## src/hdl/skvt_pkg.sv

```systemverilog
`timescale 1ns / 1ps
// ----------------------------------------------------------------------------
// skvt_pkg : shared constants for the sorted key/value table
// command codes, field widths and parameter defaults
// ----------------------------------------------------------------------------
package skvt_pkg;

   localparam int DEFAULT_CAPACITY = 32;
   localparam int DEFAULT_KEY_BITS = 16;

   localparam int KEY_FIELD_BITS   = 16;
   localparam int VALUE_BITS       = 16;
   localparam int CMD_BITS         = 2;
   localparam int COUNT_OUT_BITS   = 6;

   localparam int REQ_DATA_BITS    = 32;
   localparam int RSP_DATA_BITS    = 24;

   localparam logic [CMD_BITS-1:0] CMD_LOOKUP = 2'd0;
   localparam logic [CMD_BITS-1:0] CMD_ADD    = 2'd1;
   localparam logic [CMD_BITS-1:0] CMD_CLEAR  = 2'd2;

endpackage

```

## src/hdl/skvt_mem.sv

```systemverilog
`timescale 1ns / 1ps
// ----------------------------------------------------------------------------
// skvt_mem : key/value storage
// one write port and one read port, read data registered
// ----------------------------------------------------------------------------
module skvt_mem #(
   parameter int DEPTH      = skvt_pkg::DEFAULT_CAPACITY,
   parameter int KEY_BITS   = skvt_pkg::DEFAULT_KEY_BITS,
   parameter int ADDR_BITS  = (DEPTH > 1) ? $clog2(DEPTH) : 1
) (
   input  logic                            clock,
   input  logic                            wr_en,
   input  logic [ADDR_BITS-1:0]            wr_addr,
   input  logic [KEY_BITS-1:0]             wr_key,
   input  logic [skvt_pkg::VALUE_BITS-1:0] wr_value,
   input  logic [ADDR_BITS-1:0]            rd_addr,
   output logic [KEY_BITS-1:0]             rd_key,
   output logic [skvt_pkg::VALUE_BITS-1:0] rd_value
);
   import skvt_pkg::*;

   logic [KEY_BITS-1:0]   key_mem   [DEPTH];
   logic [VALUE_BITS-1:0] value_mem [DEPTH];

   always_ff @(posedge clock) begin
      if (wr_en) begin
         key_mem[wr_addr]   <= wr_key;
         value_mem[wr_addr] <= wr_value;
      end
   end

   always_ff @(posedge clock) begin
      rd_key   <= key_mem[rd_addr];
      rd_value <= value_mem[rd_addr];
   end

endmodule

```

## src/hdl/sorted_key_value_table.sv

```systemverilog
`timescale 1ns / 1ps
// ----------------------------------------------------------------------------
// sorted_key_value_table : sorted key/value table with binary search insert
// lower-bound search over the filled entries, update, ordered insert, clear
// ----------------------------------------------------------------------------
// a clear goes straight to the reply; a lookup runs s search steps (s up to
// ceil(log2(n+1)), n = fill count), then a check unless the key is above
// every entry; inserts shift entries up, all on one ram port and comparator
// throughput: one transaction at a time, not ready until the sequencer is done
// reset: synchronous, clears the fill count, sequencer and output valid;
// ram contents are not cleared and are never read above the fill count
module sorted_key_value_table #(
   parameter int CAPACITY = skvt_pkg::DEFAULT_CAPACITY,
   parameter int KEY_BITS = skvt_pkg::DEFAULT_KEY_BITS
) (
   input  logic                               clock,
   input  logic                               reset,
   input  logic                               req_tvalid,
   output logic                               req_tready,
   input  logic [skvt_pkg::REQ_DATA_BITS-1:0] req_tdata,  // key, value
   input  logic [skvt_pkg::CMD_BITS-1:0]      req_tuser,  // cmd
   output logic                               rsp_tvalid,
   input  logic                               rsp_tready,
   output logic [skvt_pkg::RSP_DATA_BITS-1:0] rsp_tdata   // found, read_value,
                                                          // full_res, entry_count
);
   import skvt_pkg::*;

   localparam int ADDR_BITS = (CAPACITY > 1) ? $clog2(CAPACITY) : 1;
   localparam int CNT_BITS  = $clog2(CAPACITY + 1);
   localparam logic [CNT_BITS-1:0] CNT_FULL = CNT_BITS'(CAPACITY);
   localparam logic [CNT_BITS-1:0] CNT_ONE  = CNT_BITS'(1);

   localparam logic [2:0] ST_IDLE    = 3'd0;
   localparam logic [2:0] ST_SEARCH  = 3'd1;
   localparam logic [2:0] ST_COMPARE = 3'd2;
   localparam logic [2:0] ST_CHECK   = 3'd3;
   localparam logic [2:0] ST_SHIFT   = 3'd4;
   localparam logic [2:0] ST_MOVE    = 3'd5;
   localparam logic [2:0] ST_DONE    = 3'd6;

   logic [2:0]             state_ff, state_in;
   logic [CNT_BITS-1:0]    count_ff, count_in;
   logic [CNT_BITS-1:0]    lo_ff, lo_in;
   logic [CNT_BITS-1:0]    hi_ff, hi_in;
   logic [CNT_BITS-1:0]    mid_ff, mid_in;
   logic [CNT_BITS-1:0]    idx_ff, idx_in;
   logic [CMD_BITS-1:0]    cmd_ff, cmd_in;
   logic [KEY_BITS-1:0]    key_ff, key_in;
   logic [VALUE_BITS-1:0]  value_ff, value_in;
   logic                   found_ff, found_in;
   logic [VALUE_BITS-1:0]  rv_ff, rv_in;
   logic                   full_ff, full_in;
   logic                   rsp_valid_ff, rsp_valid_in;
   logic [RSP_DATA_BITS-1:0] rsp_data_ff, rsp_data_in;

   logic                   wr_en;
   logic [ADDR_BITS-1:0]   wr_addr;
   logic [KEY_BITS-1:0]    wr_key;
   logic [VALUE_BITS-1:0]  wr_value;
   logic [ADDR_BITS-1:0]   rd_addr;
   logic [KEY_BITS-1:0]    rd_key;
   logic [VALUE_BITS-1:0]  rd_value;

   logic                   req_fire;
   logic                   rsp_free;

   skvt_mem #(
      .DEPTH     (CAPACITY),
      .KEY_BITS  (KEY_BITS),
      .ADDR_BITS (ADDR_BITS)
   ) u_mem (
      .clock    (clock),
      .wr_en    (wr_en),
      .wr_addr  (wr_addr),
      .wr_key   (wr_key),
      .wr_value (wr_value),
      .rd_addr  (rd_addr),
      .rd_key   (rd_key),
      .rd_value (rd_value)
   );

   assign req_tready = (state_ff == ST_IDLE);
   assign req_fire   = req_tvalid && req_tready;
   assign rsp_free   = !rsp_valid_ff || rsp_tready;
   assign rsp_tvalid = rsp_valid_ff;
   assign rsp_tdata  = rsp_data_ff;

   always_comb begin
      logic                miss;
      logic [CNT_BITS-1:0] mid;
      miss         = 1'b0;
      mid          = lo_ff + ((hi_ff - lo_ff) >> 1);
      state_in     = state_ff;
      count_in     = count_ff;
      lo_in        = lo_ff;
      hi_in        = hi_ff;
      mid_in       = mid_ff;
      idx_in       = idx_ff;
      cmd_in       = cmd_ff;
      key_in       = key_ff;
      value_in     = value_ff;
      found_in     = found_ff;
      rv_in        = rv_ff;
      full_in      = full_ff;
      rsp_valid_in = rsp_valid_ff && !rsp_tready;
      rsp_data_in  = rsp_data_ff;
      wr_en        = 1'b0;
      wr_addr      = lo_ff[ADDR_BITS-1:0];
      wr_key       = key_ff;
      wr_value     = value_ff;
      rd_addr      = '0;

      unique case (state_ff)
         ST_IDLE: begin
            if (req_fire) begin
               cmd_in   = req_tuser;
               key_in   = KEY_BITS'(req_tdata[KEY_FIELD_BITS-1:0]);
               value_in = req_tdata[KEY_FIELD_BITS +: VALUE_BITS];
               found_in = 1'b0;
               rv_in    = '0;
               full_in  = 1'b0;
               lo_in    = '0;
               hi_in    = count_ff;
               if (req_tuser == CMD_CLEAR) begin
                  count_in = '0;
                  state_in = ST_DONE;
               end else begin
                  state_in = ST_SEARCH;
               end
            end
         end
         ST_SEARCH: begin
            if (lo_ff < hi_ff) begin
               rd_addr  = mid[ADDR_BITS-1:0];
               mid_in   = mid;
               state_in = ST_COMPARE;
            end else if (lo_ff < count_ff) begin
               rd_addr  = lo_ff[ADDR_BITS-1:0];
               state_in = ST_CHECK;
            end else begin
               miss = 1'b1;
            end
         end
         ST_COMPARE: begin
            if (rd_key < key_ff) begin
               lo_in = mid_ff + CNT_ONE;
            end else begin
               hi_in = mid_ff;
            end
            state_in = ST_SEARCH;
         end
         ST_CHECK: begin
            if (rd_key == key_ff) begin
               found_in = 1'b1;
               rv_in    = rd_value;
               wr_en    = (cmd_ff == CMD_ADD);
               state_in = ST_DONE;
            end else begin
               miss = 1'b1;
            end
         end
         ST_SHIFT: begin
            if (idx_ff > lo_ff) begin
               rd_addr  = ADDR_BITS'(idx_ff - CNT_ONE);
               state_in = ST_MOVE;
            end else begin
               wr_en    = 1'b1;
               count_in = count_ff + CNT_ONE;
               state_in = ST_DONE;
            end
         end
         ST_MOVE: begin
            wr_en    = 1'b1;
            wr_addr  = idx_ff[ADDR_BITS-1:0];
            wr_key   = rd_key;
            wr_value = rd_value;
            idx_in   = idx_ff - CNT_ONE;
            state_in = ST_SHIFT;
         end
         ST_DONE: begin
            if (rsp_free) begin
               rsp_valid_in = 1'b1;
               rsp_data_in  = {COUNT_OUT_BITS'(count_ff), full_ff, rv_ff, found_ff};
               state_in     = ST_IDLE;
            end
         end
         default: begin
            state_in = ST_IDLE;
         end
      endcase

      if (miss) begin
         if (cmd_ff != CMD_ADD) begin
            state_in = ST_DONE;
         end else if (count_ff >= CNT_FULL) begin
            full_in  = 1'b1;
            state_in = ST_DONE;
         end else begin
            idx_in   = count_ff;
            state_in = ST_SHIFT;
         end
      end
   end

   always_ff @(posedge clock) begin
      if (reset) begin
         state_ff     <= ST_IDLE;
         count_ff     <= '0;
         rsp_valid_ff <= 1'b0;
      end else begin
         state_ff     <= state_in;
         count_ff     <= count_in;
         rsp_valid_ff <= rsp_valid_in;
      end
   end

   always_ff @(posedge clock) begin
      lo_ff       <= lo_in;
      hi_ff       <= hi_in;
      mid_ff      <= mid_in;
      idx_ff      <= idx_in;
      cmd_ff      <= cmd_in;
      key_ff      <= key_in;
      value_ff    <= value_in;
      found_ff    <= found_in;
      rv_ff       <= rv_in;
      full_ff     <= full_in;
      rsp_data_ff <= rsp_data_in;
   end

endmodule

```

## config.mk

```make
export PLATFORM = sky130hd
export DESIGN_NAME = sorted_key_value_table
export DESIGN_NICKNAME = d
export VERILOG_FILES = /design/src/hdl/skvt_pkg.sv /design/src/hdl/skvt_mem.sv /design/src/hdl/sorted_key_value_table.sv
export SDC_FILE = /design/constraint.sdc
export NUM_CORES = 2
export LEC_CHECK = 0
export ABC_AREA = 0
export BUFFER_PORTS_ARGS = -buffer_cell sky130_fd_sc_hd__clkbuf_2
export CAP_MARGIN = 10
export CELL_PAD_IN_SITES_DETAIL_PLACEMENT = 2
export CELL_PAD_IN_SITES_GLOBAL_PLACEMENT = 2
export CORE_MARGIN = 2
export CORE_UTILIZATION = 36
export CTS_BUF_LIST = sky130_fd_sc_hd__clkbuf_4
export DETAILED_ROUTE_END_ITERATION = 8
export PLACE_DENSITY = 0.59
export SYNTH_ARGS = -nofsm -noshare
export SYNTH_HDL_FRONTEND = slang
export SYNTH_HIERARCHICAL = 1
export SYNTH_SLANG_ARGS = --single-unit
```

## constraint.sdc

```tcl
create_clock -name clock -period 6.24 [get_ports clock]
set_input_delay 0.624 -clock clock [delete_from_list [all_inputs] [get_ports clock]]
set_output_delay 0.624 -clock clock [all_outputs]
set_load 0.005 [all_outputs]
```

==> impl_metrics.ini <==
[grt]
grt_overflow = 0
grt_pass1_wl_mm = 205
grt_pass1_vias = 29853
grt_antenna_before_repair = 9
grt_usage_pct = 21.6
grt_max_degree = 84

[logic_synthesis]
avgSynthCellArea_um2 = 16.7
synthFlopType = edfxtp_1
synth_async_sr_flop_share_pct = 0
netlist_instances = 2758
ys_ff_latch = 1166
syn-num-nets = 2840
ys_seq_area_share_pct = 74.9
synth-edff-count = 1117
yosysWarnings = 6
yosys.cell_types.count = 56
syn_area_um2 = 46100

[clock_tree]
cts_buffers = 328
root_buffer = clkbuf_4
clk_latency_ps = 1220
cts_max_path_buffers = 4
ctsResizeCount = 0
tritoncts = done
numClockSinks = 1166
htreeDepth = 5
path_clk_slew_ps = 70

[worst_setup_path]
cp-startpoint = lo_ff[0]
timing_worst_setup_path_type = reg2reg
r2r-start = lo_ff[0]
end_kind = flop
critPathLaunchType = flop
crit_required_ps = 7240
arrival_ps = 6280
path_max_fanout = 37

[floorplanning]
die_area_um2 = 131000
coreArea_um2 = 127000
die_y_um = 362
rows = 131
initial_core_util_pct = 36.2
ioPinCount = 64
die_w_um = 362

[sta]
timing.final.hold_violations = 0
tightest_slew_ps = 1230
slew_viol_final = 0
period_share_pct = 84.6
setup_viol = 0
finalCriticalPeriod_ps = 5280
fin_skew_ps = 82.0
slew_headroom_pct = 17.8
fmax_ghz = 0.189
setup_tns_ps = 0
rsz0062_at_grt = false

[cells_and_area]
final_cell_mix = 1117 x edfxtp_1, 517 x mux2i_1, 488 x clkbuf_4
fillers = 12231
area_growth_pct = 16.8
layout_commonest_cell = edfxtp_1
seq_area_um2 = 34500
final_cells = 5078
multi_input_area_um2 = 11000
drive_above_1_share_pct = 22.2
final_nets = 3266

[min_path]
hold_class = in2reg
hp-start = req_tdata[4]

[placement]
gp_congestion = 0.801
dp_hpwl_mm = 88.1
dp.cells = 4460
numPortBuffers = 63

[pwr]
p_leak_nw = 17.4
irDropWorstVdd_v = 0.000388
p_per_area_nw_per_um2 = 498

[route]
routedWlPerCell_um = 27.9
dr.pass1.iters = 5
drc = 0
vias = 27063
drt-initial-drc-count = 1977
drt.antenna.violating_nets = 0
via_per_inst = 5.33
wirelength_mm = 142

[flow_run]
cap_violations = 0

[outcome]
status = completed
layout make-up:
cell class                      instances  share of cell area, %
Timing Repair Buffer                  236                   3.83
Antenna cell                            4                 0.0186
Clock inverter                         70                  0.602
Multi-Input combinational cell       1417                   20.5
Tap cell                             1662                   3.86
Inverter                               35                  0.244
Sequential cell                      1166                   64.1
Clock buffer                          488                   6.80
synthesized netlist by cell type (23+ instances only):
library cell	instances	area share [%]
o21ai_0	23	0.25
buf_4	33	0.54
nor3_1	37	0.40
a22o_1	64	1.2
ha_1	42	1.1
nor2_1	52	0.42
nand2_1	186	1.5
buf_2	32	0.35
nand3_1	105	1.1
a31oi_1	34	0.46
mux2i_1	517	11
a22oi_1	100	1.6
dfxtp_1	49	2.1
edfxtp_1	1117	73
inv_1	35	0.29
clkbuf_1	50	0.41
a21oi_1	119	1.3
flip-flops by register name (all words and copies together) (netlist names), 6 cells and up:
register / flops
lo_ff: 6
idx_ff: 6
count_ff: 6
value_ff: 16
u_mem/key_mem: 512
hi_ff: 6
u_mem/rd_key: 16
mid_ff: 6
rv_ff: 16
u_mem/value_mem: 512
key_ff: 16
u_mem/rd_value: 16
rsp_tdata: 24
logic make-up after synthesis:
| family | count (synthesis) | share of synthesized area (%) |
|---|---|---|
| muxes | 523 | 11.4 |
| buffers and inverters | 175 | 2.04 |
| DFF | 1166 | 74.9 |
| AOI/OAI and AO/OA | 385 | 5.62 |
| and+or+nand+nor | 445 | 4.45 |
| adders and majority gates | 44 | 1.23 |
| xor gates and xnor gates | 20 | 0.380 |
metrics by stage:
stage	hold slack, ps	worst slack [ps]	total power [W]	cell area, um^2	util [%]
3_3_place_gp	402	1060	0.0198	49200	38.7
4_1_cts	0.210	1020	0.0271	53800	42.2
2_1_floorplan	400	2170	0.0162	46100	-
3_5_place_dp	406	1000	0.0201	49300	38.7
5_1_grt	65.3	745	0.0282	53800	42.3
6_report	157	962	0.0268	53800	42.3
layer usage:
metal  GRT usage (%)  part of all wire (%)  up-vias
met5               0                 0.029        -
met4            7.38                   2.3        6
met3            4.88                   5.2      213
met2            34.8                    47      732
met1            29.0                    45    14276
li1                -                     -    11836
power breakdown:
part / internal (W) / switching, W / total, W / leakage [nW]
Sequential: 0.00987 / 0.000413 / 0.0103 / 10.5
Clock: 0.00363 / 0.00319 / 0.00683 / 2.41
Combinational: 0.00321 / 0.00650 / 0.00971 / 4.49
Total: 0.0167 / 0.0101 / 0.0268 / 17.4
repair_timing:
action | CTS | global route
hold buffers | 54 | 0
setup buffers | 0 | 0
endpoints found under the hold margin | 45 | 0
worst max-delay path, stage by stage, from the launching register on:
cell	delay (ps)
edfxtp_1	480
ha_1	250
inv_1	80
fa_1	440
ha_1	240
fa_1	450
xor2_1	240
a32oi_1	130
o22ai_1	520
nor2b_4	850
buf_12	360
buf_4	210
a22oi_1	70
a31oi_1	480
nand3_1	250
worst paths after layout:
path / end / slack (ps) / cells past startpoint
hold / removal: key_ff[4] / 160 / 2
setup / recovery: u_mem/rd_value[8] / 960 / 14
setup reg to reg: u_mem/rd_value[8] / 960 / 14
hold reg to reg: rsp_tdata[0] / 400 / 0
Note: power is estimated with default switching activity, not from simulation.
